[config.mk]
export PLATFORM = sky130hd
export DESIGN_NAME = qkhc_queue
export DESIGN_NICKNAME = d
export VERILOG_FILES = /design/src/hw/rtl/qkhc_pkg.sv /design/src/hw/rtl/qkhc_queue.sv
export SDC_FILE = /design/constraint.sdc
export NUM_CORES = 1
export LEC_CHECK = 0
export BUFFER_PORTS_ARGS = -buffer_cell sky130_fd_sc_hd__buf_2
export CAP_MARGIN = 10
export CORE_ASPECT_RATIO = 0.8
export CORE_UTILIZATION = 55
export DETAILED_ROUTE_END_ITERATION = 10
export GPL_TIMING_DRIVEN = 1
export PLACE_DENSITY = 0.81
export SKIP_CTS_REPAIR_TIMING = 1
export SLEW_MARGIN = 40
export SYNTH_ARGS = -nofsm -noshare
export SYNTH_HDL_FRONTEND = slang
export SYNTH_SLANG_ARGS = --single-unit
[constraint.sdc]
create_clock -name clk -period 15.55 [get_ports clk]
set_clock_uncertainty 0.2 [all_clocks]
set_input_delay 0.7775 -clock clk [delete_from_list [all_inputs] [get_ports clk]]
set_output_delay 0.7775 -clock clk [all_outputs]
set_load 0.02 [all_outputs]
[src/hw/rtl/qkhc_pkg.sv]
`timescale 1ns / 1ps
// Shared types and constants for the quantized key hash cache.
// No dependencies; used by every module under hw/rtl.
package qkhc_pkg;

	localparam int TABLE_SLOTS_DEF = 2048;
	localparam int MAX_PROBES_DEF  = 32;

	localparam int COORD_W  = 32;
	localparam int VALUE_W  = 32;
	localparam int KEY_W    = 64;
	localparam int LIMIT_W  = 6;
	localparam int OCC_W    = 12;

	localparam logic [63:0] HASH_MUL = 64'h9E37_79B9_7F4A_7C15;
	localparam int HASH_SHIFT = 40;
	localparam int HOME_W     = 64 - HASH_SHIFT;
	localparam int HOME_LSB   = HASH_SHIFT - 32;

	localparam logic [LIMIT_W-1:0] LOOKUP_LIMIT_RST = 6'd8;
	localparam logic [LIMIT_W-1:0] STORE_LIMIT_RST  = 6'd32;

	localparam int CFG_IDX_W = 1;
	typedef enum logic [CFG_IDX_W-1:0] {
		REG_LOOKUP_LIMIT = 1'b0,
		REG_STORE_LIMIT  = 1'b1
	} cfg_reg_t;

	localparam logic ACT_LOOKUP = 1'b0;
	localparam logic ACT_STORE  = 1'b1;

	localparam int Q_DEPTH = 2;
	localparam int QCNT_W  = 2;
	localparam int QPTR_W  = 1;

	// one hashed item waiting for the probe engine
	typedef struct packed {
		logic               action;
		logic [KEY_W-1:0]   key;
		logic [VALUE_W-1:0] value;
		logic [HOME_W-1:0]  home;
	} work_t;

	typedef struct packed {
		logic               used;
		logic [KEY_W-1:0]   key;
		logic [VALUE_W-1:0] value;
	} slot_t;

	typedef struct packed {
		logic [QCNT_W-1:0] count;
		logic              empty;
	} q_status_t;

	typedef struct packed {
		logic               done;
		logic               hit;
		logic [VALUE_W-1:0] found_value;
		logic               dropped;
		logic [OCC_W-1:0]   occupied_slots;
	} result_t;

endpackage

[src/hw/rtl/qkhc_queue.sv]
`timescale 1ns / 1ps
// Short FIFO of hashed words between the front end and the probe engine.
// Depends on qkhc_pkg.
module qkhc_queue (
	input  logic                clk,
	input  logic                arst_n,
	input  logic                push,
	input  qkhc_pkg::work_t     push_data,
	input  logic                pop,
	output qkhc_pkg::work_t     head,
	output qkhc_pkg::q_status_t q_st
);

	qkhc_pkg::work_t             q_mem [qkhc_pkg::Q_DEPTH];
	logic [qkhc_pkg::QPTR_W-1:0] wr_ptr_q;
	logic [qkhc_pkg::QPTR_W-1:0] rd_ptr_q;
	logic [qkhc_pkg::QCNT_W-1:0] cnt_q;

	assign head       = q_mem[rd_ptr_q];
	assign q_st.count = cnt_q;
	assign q_st.empty = (cnt_q == '0);

	always_ff @(posedge clk) begin
		if (push) begin
			q_mem[wr_ptr_q] <= push_data;
		end
	end

	always_ff @(posedge clk or negedge arst_n) begin
		if (!arst_n) begin
			wr_ptr_q <= '0;
			rd_ptr_q <= '0;
			cnt_q    <= '0;
		end else begin
			if (push) begin
				wr_ptr_q <= (wr_ptr_q == qkhc_pkg::QPTR_W'(qkhc_pkg::Q_DEPTH - 1)) ?
					'0 : wr_ptr_q + 1'b1;
			end
			if (pop) begin
				rd_ptr_q <= (rd_ptr_q == qkhc_pkg::QPTR_W'(qkhc_pkg::Q_DEPTH - 1)) ?
					'0 : rd_ptr_q + 1'b1;
			end
			if (push && !pop) begin
				cnt_q <= cnt_q + 1'b1;
			end else if (pop && !push) begin
				cnt_q <= cnt_q - 1'b1;
			end
		end
	end

	a_no_overflow: assert property (@(posedge clk) disable iff (!arst_n)
		push |-> (cnt_q != qkhc_pkg::QCNT_W'(qkhc_pkg::Q_DEPTH) || pop))
		else $error("queue push while full");

	a_no_underflow: assert property (@(posedge clk) disable iff (!arst_n)
		pop |-> cnt_q != '0)
		else $error("queue pop while empty");

endmodule

# Word level (Yosys, flattened, before mapping)
# Memories as Yosys holds them, arrays and structs flattened.
# Index checks and enable logic that the tools add are counted.
[classes]
magnitude_cmp = 0
n_reduce_logical = 6
bitwise = 0
multipliers = 0
n_mux = 6
n_div = 0
n_shift = 0
addsub = 4
eq_ne = 0
[ops]
columns = ["operator", "count"]
rows = [
  ["1-bit 2-to-1 mux", 4],
  ["2-bit 2-to-1 mux", 2],
  ["1-bit adder, second input constant", 2],
  ["2-bit by 1-bit adder with 2-bit output, second input constant", 1],
  ["1-bit logical AND", 2],
  ["1-bit zero test", 2],
  ["2-bit zero test", 1],
  ["2-bit nonzero test", 1],
  ["2-bit by 1-bit subtractor with 2-bit output, second input constant", 1],
]
[word_totals]
memories = 1
inputBits = 125
reg_bits = 4
elab_cells = 20
mem_bits_rw = 242
latch_bits = 0
romBits = 0
[memory_table]
columns = ["memory", "words", "width", "read_ports", "rd_clocked_by_memory_dff", "write_ports", "line", "text"]
rows = [
  ["q_mem", 2, 121, 1, 0, 1, "qkhc_queue.sv:14", "qkhc_pkg::work_t q_mem [qkhc_pkg::Q_DEPTH];"],
]

# Depth between registers and ports, before layout
[logic_depth]
word_depth = 4
depth_mapped = 5

# Worst setup path after synthesis
# OpenSTA, ideal clock, no wires.
[synth_path]
path_kind = "input to register"
start = "input port push"
end = "memory q_mem[0][0] (netlist bit), enable pin"
required_ns = 14.733
setup_ns = 0.617
path_buffers = 0
path_stages = 1
t_arrival_ns = 6.027
setup_slack_ns = 8.706
path_cell_list = "nor2b_1"
[synth_between]
elab_chain_cells = 2
[synth_lines]
columns = ["item", "line", "text"]
rows = [
  ["start, declared", "qkhc_queue.sv:7", "input logic push,"],
  ["1-bit 2-to-1 mux", "qkhc_queue.sv:24", "if (push) begin"],
  ["1-bit 2-to-1 mux (not written as such)", "qkhc_queue.sv:25", "q_mem[wr_ptr_q] <= push_data;"],
  ["end, declared", "qkhc_queue.sv:14", ""],
]
# No other way between the ends.

==> impl_metrics.toml <==
[power]
pwr-share-seq = 0.415
pwr_density_cell_mw_per_mm2 = 194
p_int_w = 0.00155
p_leak_nw = 4.60
peakVddDrop_mv = 0.127
swShare = 0.308
switchingPower_w = 0.000690
p_clk_frac = 0.256
combinationalPowerShare = 0.329

[sta]
hold_violations = 0
tightest_slew_ps = 760
drv_slew = 0
post-route-period-util = 0.213
fin_setup_tns_ps = 0
fmax_mhz = 302
slew_headroom = 0.494
fin_crit_ps = 3310
setup-violations-final = 0
rsz0062_at_grt = "no"

[place]
dpl.hpwl_um = 11100
placed_cells = 852
place.gp.congestion = 0.746
numPortBuffers = 248

[yosys]
syn_nets = 518
syn_area_per_cell_um2 = 23.6
synth_top_area_cell = "edfxtp_1"
synthDistinctLibCells = 14
synth_cells = 392
ys_ff_latch = 246
synth.area.top_cells = "edfxtp_1, mux2_4, mux2_2, buf_6, dfrtp_1"
synth_seq_area_share = 0.797
synthesis.area_mm2 = 0.00925
synth_top_area_share = 0.786
ys_warn_count = 0

[worst_setup_path]
path_class = "reg -> out"
crit_slowest_cell = "dfrtp_4"
cp-start-kind = "register"
required_ps = 14570
path_max_fanout = 49
crit_arrival_ps = 2340
slowest_delay_ps = 670
path_cells = "buf_6 -> mux2_2 -> buf_2"
end_kind = "output pin"

[finish]
nets = 787
fin_cells = 901
drive_above_1_share = 0.607
final_util = 0.700
area_delta_synth_final_pct = 25.0

[floorplanning]
fp.dieW_um = 147
fp.dieArea_mm2 = 0.0173
start_util = 0.560
io_pins = 249
core_area_mm2 = 0.0165
die_y_um = 118
rows = 42

[global_route]
antenna_found_initial = 4
overflow = 0
first_global_vias = 4627
grtUsageTotal = 0.185
grt_pass1_wl_um = 24500
grt_max_degree = 66

[clocking]
clock_latency_ps = 510
cts_tree = "yes"
htreeDepth = 1
cts_made_buffers = 25
cts_sinks = 246
clock-root-buffer = "clkbuf_16"
clk_pin_slew_ps = 60
clk_path_buf_depth = 3

[outcome]
status = "complete, no violations"

[drt]
wl_per_cell_um = 18.4
drt-initial-drc-count = 190
drc = 0
num_vias = 4547
viasPerCell = 5.05
ant_nets = 0
wirelength_um = 16500
firstDrtPassIters = 4

[job]
max-cap-violations = 0

[hold_path]
hold_path.class = "in -> reg"
==> power groups by stage <==
stage | registers (W) | logic, W | clock network, W
floorplan | 0.000941 | 0.000557 | 0
global placement | 0.000963 | 0.000691 | 0
detailed placement | 0.000944 | 0.000740 | 0
CTS | 0.000931 | 0.000744 | 0.000585
global route | 0.000939 | 0.000776 | 0.000609
finish | 0.000929 | 0.000736 | 0.000573
==> through the flow <==
| stage | total power (W) | hold WS, ps | area, um^2 | setup WS (ps) |
|---|---|---|---|---|
| after detailed placement | 0.00168 | 321 | 10700 | 12090 |
| final | 0.00224 | 253 | 11600 | 12240 |
| after global placement | 0.00165 | 301 | 10700 | 11940 |
| after CTS | 0.00226 | -152 | 11500 | 11980 |
| after global routing | 0.00232 | 233 | 11600 | 12150 |
| after floorplan | 0.00150 | 253 | 9250 | 8710 |
==> Yosys cell counts (all sizes together) <==
master and n:
and2 1, mux2 121, xor2 4, dfrtp 4
nor2 2, ha 1, xnor2 1, nor2b 1
edfxtp 242, buf 14, inv 1
==> metal layers <==
layer	vias up	track usage	routed length, um
li1	2099	-	-
met1	2196	0.231	6700
met2	213	0.311	8050
met3	33	0.0612	1400
met4	6	0.0483	342
met5	-	0	41
==> sequential cells by signal, indices dropped and copies added, names as in the netlist <==
name and flops:
cnt_q 2, q_mem 242, rd_ptr_q 1, wr_ptr_q 1
==> worst max-delay path: cells and delay by family, from the launching register on <==
family,cells,cell delay (ps)
buffers and inverters,2,730
flip-flops,1,670
multiplexers,1,410
==> final timing paths <==
kind / startpoint / to / slack (ps) / depth (start not counted)
worst max register to register: wr_ptr_q / q_mem[0][89] / 12650 / 3
min in group asynchronous: arst_n / cnt_q[1] / 420 / 2
worst min register to register: cnt_q[1] / cnt_q[1] / 330 / 1
worst max-delay path: rd_ptr_q / head[95] / 12240 / 3
worst min-delay path: push_data[79] / q_mem[1][79] / 250 / 1
max in group asynchronous: arst_n / rd_ptr_q / 14590 / 2
==> layout make-up <==
cell class                      count  area [um^2]
Timing Repair Buffer              256         1350
Clock buffer                       38          704
Antenna cell                        1         2.50
Inverter                            1         3.75
Fill cell                        1046         4950
Tap cell                          220          275
Sequential cell                   246         7370
Clock inverter                      8         96.3
Multi-Input combinational cell    131         1750
==> cells in the final DEF (no fill, tap or decap), types with 2 or more instances in the layout <==
cell        instances
buf_4               3
nor2_1              2
clkbuf_8            3
mux2_4             80
clkbuf_1           10
bufinv_16           2
clkinvlp_4          2
buf_2             248
mux2_2             41
buf_12              2
clkbuf_16          25
dfrtp_1             3
xor2_1              4
edfxtp_1          242
clkinv_1            2
==> logic make-up (layout without fill, tap and decap cells) <==
kind of cell,count (synthesis),in the layout,synth area share
and+or+nand+nor,4,4,0.00217
adders and majority gates,1,1,0.00135
other,0,1,0
buffers and inverters,15,303,0.0152
DFF,246,246,0.797
xor gates and xnor gates,5,5,0.00474
muxes,121,121,0.180
Note: power is estimated with default switching activity, not from simulation.
