`config.mk`:
```
export PLATFORM = sky130hd
export DESIGN_NAME = qkhc_front
export DESIGN_NICKNAME = d
export VERILOG_FILES = /design/src/hw/rtl/qkhc_pkg.sv /design/src/hw/rtl/qkhc_front.sv
export SDC_FILE = /design/constraint.sdc
export NUM_CORES = 2
export LEC_CHECK = 0
export ABC_CLOCK_PERIOD_IN_PS = 19680
export BUFFER_PORTS_ARGS = -buffer_cell sky130_fd_sc_hd__buf_2
export CAP_MARGIN = 5
export CORE_UTILIZATION = 45
export DETAILED_ROUTE_END_ITERATION = 8
export HOLD_SLACK_MARGIN = 0.08
export PLACE_DENSITY = 0.62
export SETUP_SLACK_MARGIN = 0.05
export SLEW_MARGIN = 20
export SYNTH_ARGS = -nofsm -noshare
export SYNTH_HDL_FRONTEND = slang
export SYNTH_SLANG_ARGS = --single-unit
```
`constraint.sdc`:
```
create_clock -name clk -period 19.68 [get_ports clk]
set_input_delay 3.936 -clock clk [delete_from_list [all_inputs] [get_ports clk]]
set_output_delay 3.936 -clock clk [all_outputs]
set_load 0.005 [all_outputs]
```
`src/hw/rtl/qkhc_pkg.sv`:
```
`timescale 1ns / 1ps
// Shared types and constants for the quantized key hash cache.
// No dependencies; used by every module under hw/rtl.
package qkhc_pkg;

	localparam int TABLE_SLOTS_DEF = 2048;
	localparam int MAX_PROBES_DEF  = 32;

	localparam int COORD_W  = 32;
	localparam int VALUE_W  = 32;
	localparam int KEY_W    = 64;
	localparam int LIMIT_W  = 6;
	localparam int OCC_W    = 12;

	localparam logic [63:0] HASH_MUL = 64'h9E37_79B9_7F4A_7C15;
	localparam int HASH_SHIFT = 40;
	localparam int HOME_W     = 64 - HASH_SHIFT;
	localparam int HOME_LSB   = HASH_SHIFT - 32;

	localparam logic [LIMIT_W-1:0] LOOKUP_LIMIT_RST = 6'd8;
	localparam logic [LIMIT_W-1:0] STORE_LIMIT_RST  = 6'd32;

	localparam int CFG_IDX_W = 1;
	typedef enum logic [CFG_IDX_W-1:0] {
		REG_LOOKUP_LIMIT = 1'b0,
		REG_STORE_LIMIT  = 1'b1
	} cfg_reg_t;

	localparam logic ACT_LOOKUP = 1'b0;
	localparam logic ACT_STORE  = 1'b1;

	localparam int Q_DEPTH = 2;
	localparam int QCNT_W  = 2;
	localparam int QPTR_W  = 1;

	// one hashed item waiting for the probe engine
	typedef struct packed {
		logic               action;
		logic [KEY_W-1:0]   key;
		logic [VALUE_W-1:0] value;
		logic [HOME_W-1:0]  home;
	} work_t;

	typedef struct packed {
		logic               used;
		logic [KEY_W-1:0]   key;
		logic [VALUE_W-1:0] value;
	} slot_t;

	typedef struct packed {
		logic [QCNT_W-1:0] count;
		logic              empty;
	} q_status_t;

	typedef struct packed {
		logic               done;
		logic               hit;
		logic [VALUE_W-1:0] found_value;
		logic               dropped;
		logic [OCC_W-1:0]   occupied_slots;
	} result_t;

endpackage

```
`src/hw/rtl/qkhc_front.sv`:
```
`timescale 1ns / 1ps
// Front end: accepts a word, quantizes the coordinates, builds the key and
// computes the home slot from a registered multiply. Depends on qkhc_pkg.
module qkhc_front (
	input  logic                                clk,
	input  logic                                arst_n,
	input  logic                                start,
	input  logic                                action,
	input  logic signed [qkhc_pkg::COORD_W-1:0] coord_x,
	input  logic signed [qkhc_pkg::COORD_W-1:0] coord_z,
	input  logic signed [qkhc_pkg::VALUE_W-1:0] new_value,
	input  logic                                clearing,
	input  qkhc_pkg::q_status_t                 q_st,
	output logic                                busy,
	output logic                                push,
	output qkhc_pkg::work_t                     push_data
);

	logic                          accept;
	logic [31:0]                   qx;
	logic [31:0]                   qz;
	logic [31:0]                   hash_hi;

	logic                          valid_s1;
	logic                          action_s1;
	logic [qkhc_pkg::KEY_W-1:0]    key_s1;
	logic [qkhc_pkg::VALUE_W-1:0]  value_s1;
	logic [63:0]                   p0_s1;
	logic [31:0]                   p1_s1;
	logic [31:0]                   p2_s1;

	// leave room in the queue for the word already in the hash stage
	assign busy = clearing
		|| (q_st.count == qkhc_pkg::QCNT_W'(qkhc_pkg::Q_DEPTH))
		|| (valid_s1 && q_st.count == qkhc_pkg::QCNT_W'(qkhc_pkg::Q_DEPTH - 1));
	assign accept = start && !busy;

	assign qx = {coord_x[31:2], 2'b00};
	assign qz = {coord_z[31:2], 2'b00};

	always_ff @(posedge clk or negedge arst_n) begin
		if (!arst_n) begin
			valid_s1 <= 1'b0;
		end else begin
			valid_s1 <= accept;
		end
	end

	// low 64 bits of key * HASH_MUL from three 32x32 partial products
	always_ff @(posedge clk) begin
		if (accept) begin
			action_s1 <= action;
			key_s1    <= {qz, qx};
			value_s1  <= new_value;
			p0_s1     <= {32'd0, qx} * {32'd0, qkhc_pkg::HASH_MUL[31:0]};
			p1_s1     <= qx * qkhc_pkg::HASH_MUL[63:32];
			p2_s1     <= qz * qkhc_pkg::HASH_MUL[31:0];
		end
	end

	assign hash_hi = p0_s1[63:32] + p1_s1 + p2_s1;

	assign push             = valid_s1;
	assign push_data.action = action_s1;
	assign push_data.key    = key_s1;
	assign push_data.value  = value_s1;
	assign push_data.home   = hash_hi[31:qkhc_pkg::HOME_LSB];

endmodule

```
==> Yosys cells after proc, flatten, opt, wreduce, memory -nomap -nowiden <==
Index checks and enable logic that the tools add are counted.
{ "word_totals": {"regBits": 215, "input_bits": 104, "output_inout_bits": 123, "word_cells": 19} }
{ "classes": {"add_sub_neg": 2, "n_mul": 3, "n_eq_ne": 2, "reduce_logical": 5} }
{ "op_table": {"columns": ["cell", "count"], "rows": [
  ["multiplier 30 x 31 -> 61 bit (second input constant)", 1],
  ["adder 31 x 32 -> 32 bit", 1],
  ["adder 32 bit", 1],
  ["multiplier 30 x 32 -> 30 bit (second input constant)", 1],
  ["multiplier 30 x 31 -> 30 bit (second input constant)", 1],
  ["equality test 2 x 1 -> 1 bit (second input constant)", 1],
  ["equality test 2 bit (second input constant)", 1],
  ["logical AND 1 bit", 2],
  ["logical OR 1 bit", 2],
  ["logical NOT 1 bit", 1]
]} }

==> Depth between registers and ports, before layout <==
{ "logic_depth": {"ltp_word": 5, "mapped_depth": 28, "ltp_nobuf": 28} }

==> Worst setup path after synthesis <==
No wires, ideal clock.
{ "synth_timing": {"kind": "input -> register", "startpoint": "input port q_st[1] (netlist bit)", "endpoint": "register valid_s1, in the netlist push", "setup_time_ps": 898, "arrival_time_ps": 11594, "t_required_ps": 18782, "slack_ps": 7187, "stages": 4, "n_path_buf": 0, "path_cell_list": "inv_1 > a21oi_1 > o21ai_0 > nor2_1"} }
{ "synth_via": {"elab_chain_cells": 5, "word_cells_on_any_way": 7, "classes_between": "eq/ne (2); reduce/logical (5)"} }
{ "synth_lines": {"columns": ["item", "line_no", "source"], "rows": [
  ["start: declaration", "qkhc_front.sv:13", "input qkhc_pkg::q_status_t q_st,"],
  ["equality test 2 bit or equality test 2 x 1 -> 1 bit (tied branches)", "qkhc_front.sv:34, qkhc_front.sv:35", null],
  ["logical OR 1 bit or logical AND 1 bit (tied branches)", "qkhc_front.sv:34, qkhc_front.sv:35", null],
  ["logical OR 1 bit (*)", "qkhc_front.sv:35", "|| (valid_s1 && q_st.count == qkhc_pkg::QCNT_W'(qkhc_pkg::Q_DEPTH - 1));"],
  ["net busy", "qkhc_front.sv:14", "output logic busy,"],
  ["logical NOT 1 bit (*)", "qkhc_front.sv:36", "assign accept = start && !busy;"],
  ["logical AND 1 bit (*)", "qkhc_front.sv:36", null],
  ["net accept", "qkhc_front.sv:19", "logic accept;"],
  ["end signal: assignment", "qkhc_front.sv:45", "valid_s1 <= accept;"],
  ["end: declaration", "qkhc_front.sv:24", "logic valid_s1;"]
]} }
The timed path passes the listed nets; every way through them passes the cells marked *.
A chain may end at the register's enable or synchronous reset.

==> Worst setup path in the final report <==
{ "layout_timing": {"startpoint": "input port coord_x[12] (netlist bit)", "endpoint": "register p0_s1[62], data pin"} }
{ "layout_via": {"elab_chain_cells": 1} }
{ "layout_lines": {"columns": ["item", "line_no", "source"], "rows": [
  ["start: declaration", "qkhc_front.sv:9", "input logic signed [qkhc_pkg::COORD_W-1:0] coord_x,"],
  ["multiplier 30 x 31 -> 61 bit", "qkhc_front.sv:55", "p0_s1 <= {32'd0, qx} * {32'd0, qkhc_pkg::HASH_MUL[31:0]};"],
  ["end signal: assignment", "qkhc_front.sv:55", null],
  ["end: declaration", "qkhc_front.sv:28", "logic [63:0] p0_s1;"]
]} }
No other way between the ends.

==> metrics.json <==
{
  "cts": {
    "cts_inserted_buffers": 17,
    "tritoncts_clock_tree": "done",
    "postCtsResizedCells": 0,
    "clock_path_buffers": 2,
    "insertion_delay_ns": 0.50,
    "post-cts-setup-buffers": 0,
    "clock_tree.htree_level_count": 4,
    "cts-root-buf": "clkbuf_16",
    "postCtsHoldBufs": 0,
    "clock_slew_seen_by_the_registers_of_the_worst_setup_and_hold_paths_ns": 0.08,
    "clock_sinks": 178
  },
  "logic_synthesis": {
    "post_synth_inst_count": 3055,
    "register_area_share_after_synthesis_pct": 15.38,
    "synthesis.yosys.warnings": 0,
    "synth.top_cell.area_share_pct": 37.71,
    "synth_area_mm2": 0.03472,
    "synth_enable_flop_cells": 177,
    "synth_commonest_cells": "927 x inv_1, 704 x ha_1, 654 x fa_1",
    "avgSynthCellArea_um2": 11.36,
    "synth_top_cells_by_area": "fa_1 38%, ha_1 25%, edfxtp_1 15%",
    "ys_types": 56,
    "postSynth.topFlopCell": "edfxtp_1",
    "yosysTopAreaCell": "fa_1",
    "total_of_flip_flops_plus_latches_after_synthesis": 178,
    "yosys.cell_count.top_type": "inv_1",
    "async_flop_share_pct": 0.5618
  },
  "placed_design": {
    "finalWeightedCongestion": 0.9808,
    "port_buffers": 217,
    "dpl.hpwl_mm": 76.11
  },
  "setup_path": {
    "cp_launch_type": "input pin",
    "path_max_fanout": 13,
    "r2r_slack_ns": 17.03,
    "worst_setup_path_end_kind": "flip-flop",
    "worst-setup-path-type": "input pin to flip-flop",
    "arrival_ns": 12.44,
    "wp_data_required_ns": 19.93
  },
  "global_routing": {
    "grt.overflow.total": 0,
    "grt_antenna_before_repair": 0,
    "met2_resource_use_gr_pct": 38.10,
    "grtUsageMet1_pct": 32.05,
    "first_global_vias": 22790,
    "grt_pass1_wl_mm": 135.8,
    "busiest_layer": "met2",
    "grt_start_max_net_pins": 147,
    "use_met3_pct": 6.622,
    "global_route.usage.total_pct": 23.88
  },
  "timing": {
    "skew_ns": 0.01044,
    "maxClockFrequency_mhz": 82.00,
    "rsz0062_at_grt": "no",
    "final_min_period_over_clock_period_pct": 61.97,
    "report.final.slew_viol_count": 0,
    "tightestPinTransition_ns": 1.075,
    "slew_headroom_pct": 28.19,
    "finalSetupTns_ns": 0,
    "timing.final.crit_period_ns": 12.20,
    "finalSetupViolCount": 0,
    "timing.final.hold_violations": 0
  },
  "die": {
    "num_rows": 101,
    "die_h_um": 279.8,
    "effective_utilization_at_floorplan_pct": 45.63,
    "die_area_mm2": 0.07826,
    "number_of_ports_placed_on_the_die_boundary": 227,
    "core_mm2": 0.07608,
    "dieWidth_um": 279.8
  },
  "drt": {
    "first_pass_iteration_count_of_the_detailed_router": 5,
    "vias": 21460,
    "postRouteAntennaNets": 0,
    "totalWireLength_mm": 87.93,
    "drcViolationCount": 0,
    "avgRoutedWirePerCell_um": 20.30,
    "drt-initial-drc-count": 1073,
    "viasPerCell": 4.956
  },
  "cells_and_area": {
    "fraction_of_final_layout_cells_sized_beyond_drive_strength_1_pct": 8.182,
    "areaGrowthSynthToFinish_pct": 8.715,
    "net_count_final": 4749
  },
  "flow_run": {
    "maxCapViolations": 0
  },
  "run_status": {
    "status": "finished, final reports clean"
  },
  "hold_path": {
    "hold_class": "flip-flop to flip-flop"
  }
}
==> area by class of cell <==
type | instances | area, um2
Antenna cell | 1 | 2.502
Tap cell | 1030 | 1289
Clock inverter | 15 | 240.2
Fill cell | 7033 | 38330
Clock buffer | 17 | 425.4
Sequential cell | 178 | 5340
Inverter | 927 | 3480
Multi-Input combinational cell | 1942 | 25840
Timing Repair Buffer | 221 | 1129
==> stage by stage <==
| step | worst slack, ns | cells | instance area, um2 | utilization (%) | hold WS (ns) |
|---|---|---|---|---|---|
| after global placement | 7.077 | 4298 | 37070 | 48.73 | 1.152 |
| after global routing | 7.135 | 4330 | 37740 | 49.61 | 1.289 |
| final | 7.485 | 4331 | 37740 | 49.61 | 1.193 |
| after CTS | 7.517 | 4330 | 37740 | 49.61 | 1.216 |
| after detailed placement | 6.991 | 4298 | 37070 | 48.73 | 1.197 |
| after floorplan | 7.187 | 3058 | 34730 | - | 3.160 |
==> cells by family after synthesis <==
family | share of synthesized area, %
compound gates | 4.552
fa+ha+maj | 63.09
buf+inv | 10.25
simple gates | 2.725
xor+xnor | 3.936
other cells | 0.01080
mux | 0.05767
flops | 15.38
==> final timing paths <==
path	end	startpoint	cells past startpoint
max	p0_s1[62]	coord_x[12]	26
min	value_s1[10]	push	3
max reg2reg	key_s1[16]	push	4
min reg2reg	value_s1[10]	push	3
max in group asynchronous	push	arst_n	1
min in group asynchronous	push	arst_n	1
==> registers in the layout (all words and copies together), names as in the netlist <==
register,flops
p0_s1,29
action_s1,1
value_s1,32
key_s1,55
p2_s1,30
p1_s1,30
push,1
==> layer usage <==
| metal | share of wire (%) | vias to the layer above |
|---|---|---|
| li1 | - | 10030 |
| met1 | 44 | 10800 |
| met2 | 46 | 546 |
| met3 | 7.5 | 88 |
| met4 | 2.3 | 0 |
| met5 | 0 | - |
==> layout by cell type, fill, tap and decap left out, types with 11 or more instances in the layout <==
master     Yosys  routed
inv_1        927     927
ha_1         704     704
fa_1         654     654
buf_2          0     217
edfxtp_1     177     177
xnor2_1      110     110
a21oi_1       76      76
xor2_1        46      46
nor2_1        46      45
a21o_1        40      40
o21ai_0       35      35
nand2_1       26      26
nor3_1        19      19
clkbuf_16      0      17
o21bai_1      16      16
nand3_1       15      15
nand2b_1      13      13
nand4_1       12      12
o21a_1        12      12
and3_1        11      11
==> worst max-delay path: stages <==
cell and delay, ns:
buf_2 0.36, inv_1 0.19, fa_1 0.66, xor2_1 0.81
ha_1 0.28, or2_2 0.18, inv_1 0.07, fa_1 0.37
inv_1 0.09, fa_1 0.45, fa_1 0.50, fa_1 0.46
fa_1 0.56, fa_1 0.46, ha_1 0.37, a222oi_1 0.31
nand3_1 0.14, a311oi_1 0.25, o21ai_1 0.20, a31oi_4 0.45
a31oi_4 0.17, a41o_4 0.35, o2111ai_2 0.23, nand2_1 0.11
o41a_1 0.33, xnor2_1 0.13
Power is left out: the tool's default activity adds up to more than one toggle a clock period on the data nets, which glitch-free logic cannot reach.
